==> src/sv/swt_pkg.sv <==
`timescale 1ns / 1ps

package swt_pkg;

   localparam int unsigned SLOTS_DEFAULT = 1024;

   localparam int unsigned KIND_W   = 2;
   localparam int unsigned PAGE_W   = 52;
   localparam int unsigned APP_W    = 8;
   localparam int unsigned SLOT_W   = 10;
   localparam int unsigned COUNT_W  = 32;
   localparam int unsigned LIMIT_W  = 11;

   // 1 MB of swap is 1024/4 slots; reset limit is 4 MB worth
   localparam logic [LIMIT_W-1:0] LIMIT_RESET = LIMIT_W'(4 * (1024 / 4));

   localparam logic [KIND_W-1:0] KIND_LOOKUP   = 2'd0;
   localparam logic [KIND_W-1:0] KIND_SWAP_IN  = 2'd1;
   localparam logic [KIND_W-1:0] KIND_SWAP_OUT = 2'd2;

   typedef struct packed {
      logic [KIND_W-1:0] kind;
      logic [PAGE_W-1:0] page_number;
      logic [APP_W-1:0]  app_id;
   } req_type;

   typedef struct packed {
      logic               found;
      logic               accepted;
      logic [SLOT_W-1:0]  slot;
      logic [COUNT_W-1:0] swap_in_count;
      logic [COUNT_W-1:0] swap_out_count;
      logic [COUNT_W-1:0] failed_count;
   } rsp_type;

   typedef struct packed {
      logic              used;
      logic [APP_W-1:0]  app;
      logic [PAGE_W-1:0] page;
   } entry_type;

   typedef struct packed {
      logic clear;
      logic start;
      logic scan;
      logic free_old;
      logic write_new;
      logic finish;
   } cmd_type;

   typedef struct packed {
      logic addr_last;
      logic found;
      logic free_ok;
      logic is_in;
      logic is_out;
      logic rsp_room;
   } status_type;

endpackage

==> src/sv/swt_ctrl.sv <==
`timescale 1ns / 1ps

module swt_ctrl (
   input  logic                clock,
   input  logic                reset,
   input  logic                req_valid,
   output logic                req_stall,
   input  swt_pkg::status_type status,
   output swt_pkg::cmd_type    cmd
);

   typedef enum logic [2:0] {
      ST_CLEAR,
      ST_IDLE,
      ST_SCAN,
      ST_DRAIN,
      ST_DECIDE,
      ST_FREE,
      ST_WRITE,
      ST_FINISH
   } state_type;

   state_type state_ff;
   state_type state_in;
   logic      req_stall_ff;
   logic      place_new;

   assign place_new = status.is_out && status.free_ok;

   always_comb begin
      state_in = state_ff;
      cmd      = '0;
      case (state_ff)
         ST_CLEAR: begin
            cmd.clear = 1'b1;
            if (status.addr_last) begin
               state_in = ST_IDLE;
            end
         end
         ST_IDLE: begin
            if (req_valid && !req_stall_ff) begin
               cmd.start = 1'b1;
               state_in  = ST_SCAN;
            end
         end
         ST_SCAN: begin
            cmd.scan = 1'b1;
            if (status.addr_last) begin
               state_in = ST_DRAIN;
            end
         end
         ST_DRAIN: begin
            state_in = ST_DECIDE;
         end
         ST_DECIDE: begin
            if (status.found && (status.is_in || place_new)) begin
               state_in = ST_FREE;
            end else if (place_new) begin
               state_in = ST_WRITE;
            end else begin
               state_in = ST_FINISH;
            end
         end
         ST_FREE: begin
            cmd.free_old = 1'b1;
            state_in     = place_new ? ST_WRITE : ST_FINISH;
         end
         ST_WRITE: begin
            cmd.write_new = 1'b1;
            state_in      = ST_FINISH;
         end
         ST_FINISH: begin
            if (status.rsp_room) begin
               cmd.finish = 1'b1;
               state_in   = ST_IDLE;
            end
         end
         default: begin
            state_in = ST_CLEAR;
         end
      endcase
   end

   always_ff @(posedge clock) begin
      if (reset) begin
         state_ff     <= ST_CLEAR;
         req_stall_ff <= 1'b1;
      end else begin
         state_ff     <= state_in;
         req_stall_ff <= (state_in != ST_IDLE);
      end
   end

   assign req_stall = req_stall_ff;

endmodule

==> config.mk <==
export PLATFORM = sky130hd
export DESIGN_NAME = swt_ctrl
export DESIGN_NICKNAME = d
export VERILOG_FILES = /design/src/sv/swt_pkg.sv /design/src/sv/swt_ctrl.sv
export SDC_FILE = /design/constraint.sdc
export NUM_CORES = 1
export LEC_CHECK = 0
export BUFFER_PORTS_ARGS = -buffer_cell sky130_fd_sc_hd__buf_2
export CORE_AREA = 2 2 39 41
export CTS_BUF_LIST = sky130_fd_sc_hd__clkbuf_8
export DETAILED_ROUTE_END_ITERATION = 10
export DIE_AREA = 0 0 41 43
export PLACE_DENSITY = 0.43
export SLEW_MARGIN = 20
export SYNTH_ARGS = -nofsm -noshare
export SYNTH_HDL_FRONTEND = slang
export SYNTH_SLANG_ARGS = --single-unit
export TNS_END_PERCENT = 1
==> constraint.sdc <==
create_clock -name clock -period 2.1 [get_ports clock]
set_input_delay 0.315 -clock clock [delete_from_list [all_inputs] [get_ports clock]]
set_output_delay 0.315 -clock clock [all_outputs]
set_load 0.03 [all_outputs]
# Word level (Yosys, flattened, before mapping)
# Cells that the tools add are included.
[word_totals] register_bits=4 latchBits=0 ramBits=0 rom_bits=0 input_bits=9 output_inout_bits=7 memories=0
[classes] add_sub_neg=0 multipliers=0 div_mod_pow=0 magnitude_cmp=0 eq_ne=8 n_shift=0 n_mux=15 n_bitwise=0 n_reduce_logical=6
[ops] operator="3-bit one-hot mux with 8 select lines" n=1
[ops] operator="3-bit 2-to-1 mux" n=5
[ops] operator="3-bit == test (second input constant)" n=4
[ops] operator="1-bit 2-to-1 mux" n=9
[ops] operator="3-bit by 2-bit == test with 1-bit output (second input constant)" n=2
[ops] operator="3-bit by 1-bit == test with 1-bit output (second input constant)" n=1
[ops] operator="1-bit logical AND" n=3
[ops] operator="3-bit logical NOT" n=1
[ops] operator="3-bit by 1-bit inequality test with 1-bit output (second input constant)" n=1
[ops] operator="1-bit logical NOT" n=1
[ops] operator="1-bit logical OR" n=1

# Logic depth before layout (Yosys ltp)
[logic_depth] ltp_word=6 mapped_depth=5

# Worst setup path after synthesis
# OpenSTA, ideal clock, no wires.
[synth_path] path_type="register to output" from="reg req_stall_ff (netlist: req_stall)" to="out cmd[4] (netlist bit)" arrival_ns=1.346 path_slack_ns=0.439 stages_incl_launch_ff=3 path_buffers=0 path_cell_list="dfxtp_1 > nor2b_1 > nor3b_1"
[synth_lines] item="from (decl)" line_no="swt_ctrl.sv:25" rtl="logic req_stall_ff;"
[synth_lines] item="from (signal assigned)" line_no="swt_ctrl.sv:90" rtl="req_stall_ff <= (state_in != ST_IDLE);"
[synth_lines] item="to (decl)" line_no="swt_ctrl.sv:9" rtl="output swt_pkg::cmd_type cmd"

==> qor.csv <==
metric,value,unit
status,"finished, final reports clean",
RSZ-0062 raised after global routing,no,
Worst-path clk slew,0.03,ns
Global Route Usage Sum,9.33,%
Post-Synthesis Cells,36,
Post-Syn Area,274,sq um
worst hold path type,primary input to flip-flop,
core area,1380,sq um
"commonest cells after routing, fill and taps aside","15 x buf_2, 5 x nor2_1, 5 x nor2b_1",
Top Ports,16,
"Seq/Total Area, Yosys",29.2,%
Worst Setup Start Kind,flip-flop,
via count,303,
1st-iter DRT viols,7,
CP max FO,12,
wire per inst,10.0,microns
share of layout cells above drive strength 1,36.5,%
Sw Ratio,23.1,%
Worst EP required,1.78,ns
share of total power in combinational logic,12.3,%
max frequency,0.619,GHz
postcts setup bufs,0,
Die X,41,microns
"Arr. time, crit path",1.30,ns
final RePlAce weighted congestion,0.658,
"commonest non-fill, non-tap cell in the layout",buf_2,
Starting Density,19.8,%
LEAKAGE,0.182,nW
Clock Latency Late Sink,0.22,ns
Yosys reg bits,4,
Worst setup EP type,output port,
largest net degree at the start of global routing,13,
vias in the first global route,283,
Syn Nets,45,
Fillers,176,
global-route wire length before repair,1050,microns
Pwr per Cell Area,729,nW/um^2
antenna cells,0,
CTS resizes,0,
Slew Limit Fails,0,
H-tree depth,1,
grt ovf,0,
synth warn,0,
Max clock buf depth,2,
worst slew pin tran,0.356,ns
Clock power frac,57.6,%
Sequential Power Share,30.1,%
CTS Hold Bufs,0,
Sum Neg Setup Slack,0,ns
Max-Cap Viols,0,
DRC errors left,0,
row count,14,
Final Hold Fails,0,
Final period util,77.0,%
multi-input logic area,160,sq um
Unique masters post-synth,19,
FF+latch area,80.1,sq um
VDD IR max,0.000258,V
Switch Pwr,0.0652,mW
syn_area_per_cell,7.61,sq um
CTS tree,done,
"Core Util, Final",28.0,%
WS Path Type,flip-flop to output port,
internal power,0.218,mW
hpwl dp,547,microns
drt total wl,681,microns
Root Buffer,clkbuf_8,
Layout Area Growth over Synthesis,41.6,%
clock skew,0.00193,ns
die area,1760,sq um
final worst path period need,1.62,ns
port bufs,15,
Final setup viols,0,
First-pass DRT Iterations,3,
Inserted Clock Buffers,3,
Die Ht,43,microns
relative slew slack,76.2,%
initial antenna violation count,0,
NumNets Final,63,
clock tree sinks,4,
post-route ant nets,0,
vias per cell,4.46,
==> registers in the layout (all words and copies together) (netlist names) <==
| name | cells |
|---|---|
| state_ff | 3 |
| req_stall | 1 |
==> metrics by stage <==
| step | worst slack (ns) | std cells | total power [mW] | instance area (sq um) | hold slack (ns) |
|---|---|---|---|---|---|
| 3_5_place_dp | 0.484 | 65 | 0.121 | 347 | 0.518 |
| 6_report | 0.484 | 68 | 0.283 | 388 | 0.299 |
| 5_1_grt | 0.330 | 68 | 0.299 | 388 | 0.297 |
| 2_1_floorplan | 0.439 | 36 | 0.109 | 274 | 0.387 |
| 3_3_place_gp | 0.481 | 65 | 0.121 | 347 | 0.525 |
| 4_1_cts | 0.449 | 68 | 0.289 | 388 | 0.291 |
==> logic make-up (layout without fill, tap and decap cells) <==
group / Yosys count / count (layout) / synth area share, %
simple gates: 21 / 21 / 42.9
compound gates: 6 / 6 / 15.5
buf+inv: 5 / 21 / 12.3
flops: 4 / 4 / 29.2
==> metal layers <==
| layer | track usage [%] | part of all wire (%) | vias up |
|---|---|---|---|
| met5 | 0 | 0 | - |
| met4 | 8.00 | 2.9 | 0 |
| met3 | 3.14 | 6.2 | 2 |
| met2 | 13.4 | 44 | 11 |
| met1 | 10.3 | 47 | 132 |
| li1 | - | - | 158 |
==> worst max-delay path: stages, from the launching register on <==
cell and delay, ns:
dfxtp_1 0.52, nand2_1 0.12, nor2_1 0.21, buf_2 0.24
==> synthesized netlist by cell type <==
cell type  instances  area [sq um]
a311oi_1           1          8.76
o21ai_1            1          5.00
o22ai_1            1          6.26
nor2_1             5          18.8
nor4b_1            1          8.76
a21oi_1            1          5.00
and3_1             1          6.26
nor2b_1            5          31.3
nor3_2             1          10.0
nor3b_1            1          7.51
inv_1              3          11.3
or4_1              1          7.51
buf_6              2          22.5
nor3_1             2          10.0
a211o_1            1          8.76
nand2b_1           1          6.26
dfxtp_1            4          80.1
nand2_1            3          11.3
o221ai_1           1          8.76
==> power by group through the flow <==
stage | clock network [mW] | logic, mW | registers (mW)
finish | 0.163 | 0.0348 | 0.0852
global route | 0.174 | 0.0384 | 0.0861
CTS | 0.168 | 0.0352 | 0.0852
detailed placement | 0 | 0.0351 | 0.0862
global placement | 0 | 0.0351 | 0.0863
floorplan | 0 | 0.0237 | 0.0858
==> final cells by class <==
class | instances | share of cell area, %
multi-input combinational | 27 | 41.3
sequential | 4 | 20.6
timing repair buffer | 15 | 19.4
clock buffer | 3 | 10.6
tap | 16 | 5.16
inverter | 3 | 2.90
==> path summary, 6_finish.rpt <==
path          startpoint           to  slack, ns  cells after the start
max          state_ff[2]       cmd[0]       0.48                      3
min                reset  state_ff[1]       0.30                      2
max reg2reg  state_ff[2]    req_stall       0.51                      4
min reg2reg  state_ff[2]  state_ff[0]       0.69                      2
Power figures use the tool's default switching activity.
